==> config.mk <==
export PLATFORM = sky130hd
export DESIGN_NAME = utf8_sequence_segmenter
export DESIGN_NICKNAME = d
export VERILOG_FILES = /design/src/hdl/utf8seg_pkg.sv /design/src/hdl/utf8seg_front.sv /design/src/hdl/utf8seg_queue.sv /design/src/hdl/utf8seg_back.sv /design/src/hdl/utf8_sequence_segmenter.sv
export SDC_FILE = /design/constraint.sdc
export NUM_CORES = 1
export LEC_CHECK = 0
export ABC_AREA = 1
export BUFFER_PORTS_ARGS = -buffer_cell sky130_fd_sc_hd__buf_4
export CORE_ASPECT_RATIO = 0.75
export CORE_MARGIN = 5
export CORE_UTILIZATION = 50
export CTS_BUF_LIST = sky130_fd_sc_hd__clkbuf_2
export DETAILED_ROUTE_END_ITERATION = 8
export GPL_TIMING_DRIVEN = 0
export MAX_ROUTING_LAYER = met4
export PLACE_DENSITY = 0.67
export RECOVER_POWER = 25
export SLEW_MARGIN = 20
export SYNTH_ARGS = -nofsm -noshare
export SYNTH_HDL_FRONTEND = slang
export SYNTH_SLANG_ARGS = --single-unit
==> constraint.sdc <==
create_clock -name clk -period 5.6 [get_ports clk]
set_input_delay 1.68 -clock clk [delete_from_list [all_inputs] [get_ports clk]]
set_output_delay 1.68 -clock clk [all_outputs]
set_load 0.01 [all_outputs]
==> src/hdl/utf8seg_pkg.sv <==
package utf8seg_pkg;

  // Depth of the request queue between the front and back parts.
  localparam int QUEUE_DEPTH = 2;

  // Most results one input byte can cause.
  localparam int MAX_RESULTS = 4;

  // Lead byte classification masks and patterns.
  localparam logic [7:0] ASCII_LIMIT = 8'h80;
  localparam logic [7:0] MASK_2      = 8'hE0;
  localparam logic [7:0] LEAD_2      = 8'hC0;
  localparam logic [7:0] MASK_3      = 8'hF0;
  localparam logic [7:0] LEAD_3      = 8'hE0;
  localparam logic [7:0] MASK_4      = 8'hF8;
  localparam logic [7:0] LEAD_4      = 8'hF0;
  localparam logic [7:0] MASK_CONT   = 8'hC0;
  localparam logic [7:0] CONT_BITS   = 8'h80;

  // Sequence lengths; LEN_SINGLE means the byte goes out alone.
  localparam logic [2:0] LEN_SINGLE = 3'd0;
  localparam logic [2:0] LEN_TWO    = 3'd2;
  localparam logic [2:0] LEN_THREE  = 3'd3;
  localparam logic [2:0] LEN_FOUR   = 3'd4;

  // One request: the results caused by one input byte.
  // Byte results come first, in order, then the end marker if there is one.
  typedef struct packed {
    logic [MAX_RESULTS-1:0][7:0] bytes;
    logic [2:0]                  byte_cnt;
    logic                        marker;
    logic                        chunk_done;
    logic [1:0]                  dropped;
  } job_t;

endpackage

==> src/hdl/utf8seg_front.sv <==
module utf8seg_front (
  input  logic              clk,
  input  logic              rst_n,
  input  logic              in_tvalid,
  output logic              in_tready,
  input  logic [7:0]        in_tdata,
  input  logic              in_tlast,
  output logic              job_valid,
  input  logic              job_ready,
  output utf8seg_pkg::job_t job_data
);

  logic [7:0] held_r [3];
  logic [1:0] held_cnt_r, held_cnt_nxt;
  logic [2:0] exp_len_r, exp_len_nxt;

  logic [7:0] c;
  logic [2:0] lead_len;
  logic       is_open, is_cont;
  logic       flush, emit_c, hold_lead, store_cont;
  logic [1:0] new_cnt;
  logic [2:0] new_len;
  logic [2:0] byte_cnt;
  logic       marker;
  logic       accept;

  assign c         = in_tdata;
  assign is_open   = (held_cnt_r != 2'd0) && (exp_len_r != 3'd0);
  assign is_cont   = (c & utf8seg_pkg::MASK_CONT) == utf8seg_pkg::CONT_BITS;
  assign in_tready = job_ready;
  assign accept    = in_tvalid && in_tready;

  always_comb begin
    if (c < utf8seg_pkg::ASCII_LIMIT) begin
      lead_len = utf8seg_pkg::LEN_SINGLE;
    end else if ((c & utf8seg_pkg::MASK_2) == utf8seg_pkg::LEAD_2) begin
      lead_len = utf8seg_pkg::LEN_TWO;
    end else if ((c & utf8seg_pkg::MASK_3) == utf8seg_pkg::LEAD_3) begin
      lead_len = utf8seg_pkg::LEN_THREE;
    end else if ((c & utf8seg_pkg::MASK_4) == utf8seg_pkg::LEAD_4) begin
      lead_len = utf8seg_pkg::LEN_FOUR;
    end else begin
      lead_len = utf8seg_pkg::LEN_SINGLE;
    end
  end

  always_comb begin
    flush      = 1'b0;
    emit_c     = 1'b0;
    hold_lead  = 1'b0;
    store_cont = 1'b0;
    if (!is_open) begin
      emit_c    = (lead_len == utf8seg_pkg::LEN_SINGLE);
      hold_lead = (lead_len != utf8seg_pkg::LEN_SINGLE);
    end else if (is_cont) begin
      if (({1'b0, held_cnt_r} + 3'd1) >= exp_len_r) begin
        flush  = 1'b1;
        emit_c = 1'b1;
      end else begin
        store_cont = 1'b1;
      end
    end else begin
      // A broken sequence goes out as it is; the byte then starts over.
      flush     = 1'b1;
      emit_c    = (lead_len == utf8seg_pkg::LEN_SINGLE);
      hold_lead = (lead_len != utf8seg_pkg::LEN_SINGLE);
    end
  end

  always_comb begin
    if (hold_lead) begin
      new_cnt = 2'd1;
      new_len = lead_len;
    end else if (store_cont) begin
      new_cnt = held_cnt_r + 2'd1;
      new_len = exp_len_r;
    end else begin
      new_cnt = 2'd0;
      new_len = 3'd0;
    end
  end

  assign byte_cnt = (flush ? {1'b0, held_cnt_r} : 3'd0) + {2'b00, emit_c};
  assign marker   = in_tlast && ((new_cnt != 2'd0) || (byte_cnt == 3'd0));

  // The new byte always lands right behind the flushed held bytes.
  always_comb begin
    job_data.bytes[0]   = (flush && held_cnt_r >= 2'd1) ? held_r[0] : c;
    job_data.bytes[1]   = (flush && held_cnt_r >= 2'd2) ? held_r[1] : c;
    job_data.bytes[2]   = (flush && held_cnt_r == 2'd3) ? held_r[2] : c;
    job_data.bytes[3]   = c;
    job_data.byte_cnt   = byte_cnt;
    job_data.marker     = marker;
    job_data.chunk_done = in_tlast;
    job_data.dropped    = marker ? new_cnt : 2'd0;
  end

  assign job_valid = accept && ((byte_cnt != 3'd0) || marker);

  always_comb begin
    held_cnt_nxt = held_cnt_r;
    exp_len_nxt  = exp_len_r;
    if (accept) begin
      held_cnt_nxt = in_tlast ? 2'd0 : new_cnt;
      exp_len_nxt  = in_tlast ? 3'd0 : new_len;
    end
  end

  always_ff @(posedge clk) begin
    if (!rst_n) begin
      held_cnt_r <= 2'd0;
      exp_len_r  <= 3'd0;
    end else begin
      held_cnt_r <= held_cnt_nxt;
      exp_len_r  <= exp_len_nxt;
    end
  end

  always_ff @(posedge clk) begin
    if (accept && hold_lead) begin
      held_r[0] <= c;
    end else if (accept && store_cont) begin
      held_r[held_cnt_r] <= c;
    end
  end

`ifndef SYNTHESIS
  a_hold_fits: assert property (@(posedge clk) disable iff (!rst_n)
    held_cnt_r != 2'd0 |-> exp_len_r > {1'b0, held_cnt_r})
    else $error("held bytes reach or exceed the sequence length");

  a_chunk_clears: assert property (@(posedge clk) disable iff (!rst_n)
    accept && in_tlast |=> held_cnt_r == 2'd0 && exp_len_r == 3'd0)
    else $error("hold not cleared after chunk end");
`endif

endmodule

==> src/hdl/utf8seg_queue.sv <==
module utf8seg_queue #(
  parameter int DEPTH = utf8seg_pkg::QUEUE_DEPTH
) (
  input  logic              clk,
  input  logic              rst_n,
  input  logic              wr_valid,
  output logic              wr_ready,
  input  utf8seg_pkg::job_t wr_data,
  output logic              rd_valid,
  input  logic              rd_pop,
  output utf8seg_pkg::job_t rd_data
);

  localparam int AW = (DEPTH > 1) ? $clog2(DEPTH) : 1;
  localparam int CW = $clog2(DEPTH + 1);
  localparam logic [AW-1:0] LAST_PTR = AW'(DEPTH - 1);
  localparam logic [CW-1:0] FULL_CNT = CW'(DEPTH);

  utf8seg_pkg::job_t mem_r [DEPTH];
  logic [AW-1:0] wr_ptr_r, wr_ptr_nxt;
  logic [AW-1:0] rd_ptr_r, rd_ptr_nxt;
  logic [CW-1:0] cnt_r, cnt_nxt;
  logic          push, pop;

  assign wr_ready = (cnt_r != FULL_CNT);
  assign rd_valid = (cnt_r != '0);
  assign rd_data  = mem_r[rd_ptr_r];
  assign push     = wr_valid && wr_ready;
  assign pop      = rd_pop && rd_valid;

  always_comb begin
    wr_ptr_nxt = wr_ptr_r;
    rd_ptr_nxt = rd_ptr_r;
    cnt_nxt    = cnt_r;
    if (push) begin
      wr_ptr_nxt = (wr_ptr_r == LAST_PTR) ? '0 : wr_ptr_r + 1'b1;
    end
    if (pop) begin
      rd_ptr_nxt = (rd_ptr_r == LAST_PTR) ? '0 : rd_ptr_r + 1'b1;
    end
    if (push && !pop) begin
      cnt_nxt = cnt_r + 1'b1;
    end else if (pop && !push) begin
      cnt_nxt = cnt_r - 1'b1;
    end
  end

  always_ff @(posedge clk) begin
    if (!rst_n) begin
      wr_ptr_r <= '0;
      rd_ptr_r <= '0;
      cnt_r    <= '0;
    end else begin
      wr_ptr_r <= wr_ptr_nxt;
      rd_ptr_r <= rd_ptr_nxt;
      cnt_r    <= cnt_nxt;
    end
  end

  always_ff @(posedge clk) begin
    if (push) begin
      mem_r[wr_ptr_r] <= wr_data;
    end
  end

endmodule

==> src/hdl/utf8seg_back.sv <==
module utf8seg_back (
  input  logic              clk,
  input  logic              rst_n,
  input  logic              job_valid,
  output logic              job_pop,
  input  utf8seg_pkg::job_t job_data,
  output logic              out_tvalid,
  input  logic              out_tready,
  output logic [15:0]       out_tdata,
  output logic              out_tlast,
  output logic [1:0]        out_tuser
);

  utf8seg_pkg::job_t work_r;
  logic       work_valid_r, work_valid_nxt;
  logic [1:0] idx_r, idx_nxt;

  logic       out_valid_r, out_valid_nxt;
  logic [7:0] out_byte_r;
  logic       out_present_r;
  logic       out_last_r;
  logic       out_done_r;
  logic [1:0] out_dropped_r;

  logic [2:0] total;
  logic       is_last;
  logic       out_free;
  logic       emit;
  logic       present;

  assign total    = work_r.byte_cnt + {2'b00, work_r.marker};
  assign is_last  = ({1'b0, idx_r} + 3'd1) == total;
  assign out_free = !out_valid_r || out_tready;
  assign emit     = work_valid_r && out_free;
  assign job_pop  = job_valid && (!work_valid_r || (emit && is_last));
  assign present  = {1'b0, idx_r} < work_r.byte_cnt;

  always_comb begin
    work_valid_nxt = work_valid_r;
    idx_nxt        = idx_r;
    if (job_pop) begin
      work_valid_nxt = 1'b1;
      idx_nxt        = 2'd0;
    end else if (emit && is_last) begin
      work_valid_nxt = 1'b0;
      idx_nxt        = 2'd0;
    end else if (emit) begin
      idx_nxt = idx_r + 2'd1;
    end
    out_valid_nxt = emit ? 1'b1 : (out_tready ? 1'b0 : out_valid_r);
  end

  always_ff @(posedge clk) begin
    if (!rst_n) begin
      work_valid_r <= 1'b0;
      idx_r        <= 2'd0;
      out_valid_r  <= 1'b0;
    end else begin
      work_valid_r <= work_valid_nxt;
      idx_r        <= idx_nxt;
      out_valid_r  <= out_valid_nxt;
    end
  end

  always_ff @(posedge clk) begin
    if (job_pop) begin
      work_r <= job_data;
    end
    if (emit) begin
      out_byte_r    <= present ? work_r.bytes[idx_r] : 8'h00;
      out_present_r <= present;
      out_last_r    <= is_last;
      out_done_r    <= is_last && work_r.chunk_done;
      out_dropped_r <= is_last ? work_r.dropped : 2'd0;
    end
  end

  assign out_tvalid = out_valid_r;
  assign out_tdata  = {6'b000000, out_dropped_r, out_byte_r};
  assign out_tlast  = out_last_r;
  assign out_tuser  = {out_done_r, out_present_r};

`ifndef SYNTHESIS
  a_dropped_on_marker: assert property (@(posedge clk) disable iff (!rst_n)
    out_valid_r && out_dropped_r != 2'd0 |-> out_done_r && !out_present_r)
    else $error("dropped count outside a chunk end marker");

  a_done_is_last: assert property (@(posedge clk) disable iff (!rst_n)
    out_valid_r && out_done_r |-> out_last_r)
    else $error("chunk done on a result that is not the last of its byte");

  a_no_empty_request: assert property (@(posedge clk) disable iff (!rst_n)
    work_valid_r |-> total != 3'd0 && total <= 3'd4)
    else $error("request with no results or too many results");
`endif

endmodule

==> src/hdl/utf8_sequence_segmenter.sv <==
// UTF-8 sequence segmenter. Raw bytes of a chunk arrive one per request on the
// in_ channel, with in_tlast on the chunk's final byte, and only whole UTF-8
// sequences leave on the out_ channel, one byte per request. A lead byte opens
// a sequence of two, three or four bytes, which is held until its last
// continuation byte arrives and then released in order; ASCII and illegal lead
// bytes pass alone. When a continuation is missing, the held bytes go out as
// they are and the offending byte starts over as a lead byte. At chunk end any
// unfinished sequence is dropped: a bare end marker (byte_present low) carries
// chunk_done and the number of dropped bytes; otherwise the chunk's last byte
// carries chunk_done itself. out_tlast marks the last result caused by an
// input byte. Timing: the front accepts one byte every cycle while the request
// queue between front and back has room, and the back's output register sends
// one result per cycle while out_tready is high; a byte that is only held
// gives the back no work. An accepted byte's first result passes the queue,
// the back's work register and its output register.
module utf8_sequence_segmenter #(
  parameter int QUEUE_DEPTH = utf8seg_pkg::QUEUE_DEPTH
) (
  input  logic        clk,
  input  logic        rst_n,
  // Input byte stream.
  input  logic        in_tvalid,
  output logic        in_tready,
  input  logic [7:0]  in_tdata,   // [7:0] in_byte
  input  logic        in_tlast,   // chunk_end
  // Result stream.
  output logic        out_tvalid,
  input  logic        out_tready,
  output logic [15:0] out_tdata,  // [7:0] out_byte, [9:8] dropped_count, [15:10] zero
  output logic        out_tlast,  // run_last
  output logic [1:0]  out_tuser   // [0] byte_present, [1] chunk_done
);

  // Requests built by the front, one per input byte that causes any result.
  utf8seg_pkg::job_t front_job;
  logic              front_valid;
  logic              queue_ready;

  // Requests handed from the queue to the back.
  utf8seg_pkg::job_t back_job;
  logic              back_valid;
  logic              back_pop;

  // The front tracks the open sequence and decides, per byte, which bytes
  // are released and whether an end marker follows.
  utf8seg_front u_front (
    .clk       (clk),
    .rst_n     (rst_n),
    .in_tvalid (in_tvalid),
    .in_tready (in_tready),
    .in_tdata  (in_tdata),
    .in_tlast  (in_tlast),
    .job_valid (front_valid),
    .job_ready (queue_ready),
    .job_data  (front_job)
  );

  // The queue lets the front keep taking bytes while the back is still
  // sending out a multi-byte release.
  utf8seg_queue #(
    .DEPTH (QUEUE_DEPTH)
  ) u_queue (
    .clk      (clk),
    .rst_n    (rst_n),
    .wr_valid (front_valid),
    .wr_ready (queue_ready),
    .wr_data  (front_job),
    .rd_valid (back_valid),
    .rd_pop   (back_pop),
    .rd_data  (back_job)
  );

  // The back steps through each request one result at a time into a
  // registered output stage.
  utf8seg_back u_back (
    .clk        (clk),
    .rst_n      (rst_n),
    .job_valid  (back_valid),
    .job_pop    (back_pop),
    .job_data   (back_job),
    .out_tvalid (out_tvalid),
    .out_tready (out_tready),
    .out_tdata  (out_tdata),
    .out_tlast  (out_tlast),
    .out_tuser  (out_tuser)
  );

endmodule

Word level (Yosys, flattened, before mapping). Memories as Yosys holds them, arrays and structs flattened. A register that Yosys moved wholly into a read port is not among the register bits. Cells that the tools add are included.

Register bits: 26. Latch bits: 0. Bits in writable memories: 102. Bits in read-only memories: 0. Output and inout port bits: 21. Logic and storage cells: 124. Memories: 2.

Memories: u_queue.mem_r (depth 2, width 39, rd ports 1, clocked after Yosys merged registers in 1, write ports 1, RTL line utf8seg_queue.sv:19) `utf8seg_pkg::job_t mem_r [DEPTH];`; u_front.held_r (depth 3, width 8, rd ports 3, clocked after Yosys merged registers in 0, write ports 1, RTL line utf8seg_front.sv:13) `logic [7:0] held_r [3];`.

Add/subtract/negate cells: 10. $mul: 0. Div/mod/pow operators: 0. Magnitude comparators: 6. Eq/ne operators: 8. Shift operators: 0. Muxes and demuxes: 45. Bitwise logic cells: 1. Reductions and logical operators: 39.

Operators by type and width (number): $mux 8 (5); $mux 1 (24); $mux 3 (7); $logic_and 1x1->1 (17); $bmux 8 s2 (1); $mux 2 (8); $reduce_bool 2->1 (6); $reduce_bool 3->1 (3); $lt 8x8->1 const B (1); $reduce_or 8->1 (1); $add 2x1->2 const B (3); $add 2x1->3 const B (2); $add 3x1->3 (2); $logic_not 3->1 (2); $eq 5x5->1 const B (1); $eq 2x2->1 const B (2); $eq 4x4->1 const B (1); $logic_not 1->1 (4); $logic_or 1x1->1 (4); $eq 3x3->1 (1); $eq 3x3->1 const B (1); $ge 3x3->1 (1); $lt 2x3->1 (1); $lt 2x3->1 const B (1); other kinds (9) (10).

Longest topological paths before layout.
Depth after elaboration: 19. Gate-level depth with buffers: 20. Mapped depth without buffers: 20.

Modules after synthesis. From an unflattened synthesis, not the netlist that was laid out.

Cells, all modules: 534. Area total of the unflattened synthesis: 7071.8 um^2.

Modules (own cells, without submodules): utf8seg_queue (times used 1, cells each 158, area each 3100.5 um^2); utf8seg_back (times used 1, cells each 183, area each 2297.2 um^2); utf8seg_front (times used 1, cells each 193, area each 1674.1 um^2).

Least setup slack after synthesis. No wires, ideal clock.

Path type: input port to flip-flop. From: in in_tdata[6]. To: mem u_queue.mem_r[1][0] (netlist bit) (enable). Library setup time: 0.437 ns. Data arrival time: 4.643 ns. Slack: 0.520 ns. Stages on the path: 12. Path buffers: 0. Cell sequence: inv_1 nand2_2 nor2_4 nand3_1 nand2_1 inv_1 ha_1 ha_1 nor2_1 nand2_1 o21ai_0 nor2_1.

RTL lines: start, declared (RTL line utf8_sequence_segmenter.sv:24) `input logic [7:0] in_tdata,`; end, declared (RTL line utf8seg_queue.sv:19).

==> run_results.csv <==
group,metric,value,unit
logic_synthesis,synth_xor_area_share,0.128,%
logic_synthesis,synth_area_per_cell,13.3,sq um
clock_network,cts_tree,"built",
sta,hold_viol_final,0,
logic_synthesis,synth-adder-area-share,2.38,%
sta,maxSlewViolCount,0,
clock_network,path_clk_slew,0.22,ns
logic_synthesis,ys_seq_elements,167,
hold_path,holdCritStartpoint,"u_front.exp_len_r[1]",
hold_path,hold_class,"reg2reg",
power_and_ir_drop,peakVddDrop,0.181,mV
floorplanning,fp.dieH,111,microns
detailed_routing,antenna_left,0,
setup_path,rr_worst_depth,20,
global_route,grt_pass1_wl,19.9,mm
floorplanning,start_util,50.3,%
floorplanning,coreArea,0.0136,sq mm
sta,rsz0062_at_grt,"no",
sta,fin_crit_sh,80.5,%
finish,layout.nets,592,
finish,area_delta_synth_final,9.61,%
clock_network,cts_sinks,167,
setup_path,start_kind,"primary input",
finish,antenna_cells,0,
setup_path,end_kind,"flip-flop",
clock_network,post_cts_buffers,0,
power_and_ir_drop,power.leakage,2.78,nW
setup_path,r2r_slack,1.23,ns
power_and_ir_drop,p_per_area,425,mW/mm^2
placed_design,portBuffers,27,
global_route,grt_max_degree,40,
placed_design,dp_hpwl,8.73,mm
hold_path,hold_depth,2,
clock_network,htreeDepth,4,
finish,layout-drive-gt1-share,16.1,%
global_route,grtUsageTotal,17.0,%
floorplanning,rows,37,
global_route,grt_overflow,0,
setup_path,timing.rr.end,"u_queue.cnt_r[1]",
detailed_routing,vias,3791,
sta,worstMarginPinSlew,0.870,ns
logic_synthesis,synth-compound-area-share,5.01,%
placed_design,gp_congestion,0.832,
logic_synthesis,postSynthCellCount,511,
setup_path,critical_path_class,"in2reg",
placed_design,post_dp_cell_area,0.00736,sq mm
detailed_routing,firstDrtPassIters,7,
logic_synthesis,yosysWarnings,0,
sta,clock_skew,0.0347,ns
clock_network,max-clock-path-buffers,2,
sta,slew_headroom,42.0,%
global_route,grt_pass1_vias,3660,
finish,fill_cells,1132,
finish,final_area,0.00748,sq mm
setup_path,crit_required,6.23,ns
logic_synthesis,synth_area,0.00682,sq mm
clock_network,cts_buffers,17,
floorplanning,die-area,0.0161,sq mm
logic_synthesis,synth.area.mux_share,6.44,%
floorplanning,io_pins,34,
sta,setup_viol,0,
detailed_routing,route.detailed.drc,0,
clock_network,ctsResizeCount,0,
logic_synthesis,yosys.area_share.simple,9.80,%
detailed_routing,drt_iter0_drc,289,
clock_network,cts_root_buffer,"clkbuf_2",
sta,max_freq,0.222,GHz
setup_path,r2r-start,"u_front.held_cnt_r[1]",
clock_network,hold_buffers,0,
job,drv_cap,0,
sta,fin_crit,4.51,ns
logic_synthesis,synth_seq_area_share,71.6,%
status,status,"finished clean",
logic_synthesis,synth_top_family_by_area,"simple AND/OR/NAND/NOR gates",
detailed_routing,avgRoutedWirePerCell,16.4,microns
clock_network,worstSkewPairLatency,0.71,ns
logic_synthesis,synthDistinctLibCells,29,
setup_path,worstPathMaxFanout,11,
setup_path,arrival,5.14,ns
sta,whs,0.477,ns
floorplanning,fp.dieW,145,microns
global_route,antenna_found_initial,0,
detailed_routing,routed_wirelength,12.4,mm
hold_path,worstHoldEndpoint,"u_front.exp_len_r[1]",
detailed_routing,via_per_inst,5.03,
power by group:
group	leakage (nW)	total (mW)	internal, mW	switching [mW]
Clock	0.115	0.499	0.119	0.380
Sequential	1.54	1.83	1.75	0.0768
Combinational	1.12	0.852	0.311	0.541
Total	2.78	3.18	2.18	0.997
cell families (layout without fill, tap and decap cells):
family,Yosys count,in the layout
adders and majority gates,13,13
DFF,167,167
and+or+nand+nor,162,162
muxes,39,39
xor gates and xnor gates,1,1
other,1,6
AOI/OAI and AO/OA,61,61
buffers and inverters,67,130
state kept, by name (all words and copies together), names as in the netlist:
register	count
u_back.out_dropped_r	2
u_back.idx_r	2
u_back.work_r	39
u_queue.wr_ptr_r	1
u_back.out_tvalid	1
u_back.out_byte_r	8
u_queue.rd_ptr_r	1
u_queue.cnt_r	2
u_front.exp_len_r	3
u_queue.mem_r	78
u_back.work_valid_r	1
u_back.out_tlast	1
u_back.out_done_r	1
u_front.held_r	24
u_front.held_cnt_r	2
u_back.out_present_r	1
cells in the final DEF (no fill, tap or decap), drive strengths merged:
master / n
o21ai: 33
nor2: 56
conb: 6
inv: 46
nor3: 2
edfxtp: 154
clkinvlp: 1
nand2: 84
clkbuf: 40
xor2: 1
nand4: 2
dfxtp: 13
clkinv: 8
mux2: 39
nand3: 16
nor4: 2
buf: 35
o21a: 1
ha: 13
a21oi: 27
Yosys cell counts:
cell type	instances	share of area [%]
clkinv_1	1	0.055
xor2_1	1	0.13
dfxtp_1	13	3.8
nand2_1	78	4.3
nand2_4	1	0.17
edfxtp_1	154	68
clkbuf_1	2	0.11
o21ai_4	1	0.24
a21oi_4	1	0.24
ha_1	13	2.4
nor2_4	1	0.17
a21oi_1	26	1.9
nand4_1	2	0.18
buf_4	9	0.99
inv_6	1	0.13
conb_1	1	0.055
buf_2	8	0.59
nor3_1	2	0.15
buf_8	1	0.22
inv_2	1	0.055
inv_1	44	2.4
nand3_1	16	1.2
o21ai_0	29	2.1
o21ai_2	3	0.39
nor2_1	55	3.0
nand2_2	5	0.46
mux2_2	39	6.4
o21a_1	1	0.11
nor4_1	2	0.18
worst max-delay path: stages:
cell      delay (ns)
clkbuf_1        0.44
nand2_2         0.13
nor2_4          0.17
nand3_1         0.17
nand2_1         0.17
inv_1           0.06
ha_1            0.19
ha_1            0.31
nor2_1          0.10
nand2_1         0.07
o21ai_0         0.65
inv_1           0.16
ha_1            0.35
a21oi_1         0.13
o21ai_0         0.12
o21ai_0         0.17
a21oi_1         0.06
area by class of cell:
| class | instances | area (sq um) | area share [%] |
|---|---|---|---|
| plain buffers | 20 | 125 | 1.67 |
| clock buffers | 24 | 120 | 1.61 |
| clock inverters | 8 | 36.3 | 0.485 |
| inverters | 47 | 181 | 2.43 |
| multi-input cells | 282 | 1670 | 22.4 |
| flip-flops and latches | 167 | 4880 | 65.3 |
| well taps | 175 | 219 | 2.93 |
| repair buffers | 31 | 235 | 3.15 |
per-layer routing:
metal	wire length, microns	GRT usage [%]
met5	0	-
met1	6250	25.2
met3	583	5.30
met4	201	4.79
met2	5320	22.9
worst max-delay path by stage:
| stage | from | endpoint | cells after the start |
|---|---|---|---|
| 2_1_floorplan | in_tdata[6] | u_queue.mem_r[1][0] | 12 |
| 3_3_place_gp | in_tdata[6] | u_queue.mem_r[1][27] | 13 |
| 3_5_place_dp | in_tdata[6] | u_queue.cnt_r[1] | 18 |
| 4_1_cts | u_front.held_cnt_r[1] | u_queue.cnt_r[1] | 20 |
| 5_1_grt | in_tdata[7] | u_queue.cnt_r[1] | 17 |
| 6_report | in_tdata[7] | u_queue.cnt_r[1] | 17 |
per-stage QoR:
stage / TNS, ns / util [%] / power, mW / worst slack (ns) / std cells
after detailed placement: 0 / 54.3 / 2.75 / 0.576 / 722
after floorplan: 0 / - / 2.44 / 0.520 / 516
after global placement: -58.51 / 53.5 / 2.70 / -0.752 / 718
after global routing: 0 / 55.1 / 3.39 / 0.950 / 754
after CTS: 0 / 55.4 / 3.23 / 1.26 / 754
final: 0 / 55.1 / 3.18 / 1.09 / 754
Note: power is estimated with default switching activity, not from simulation.
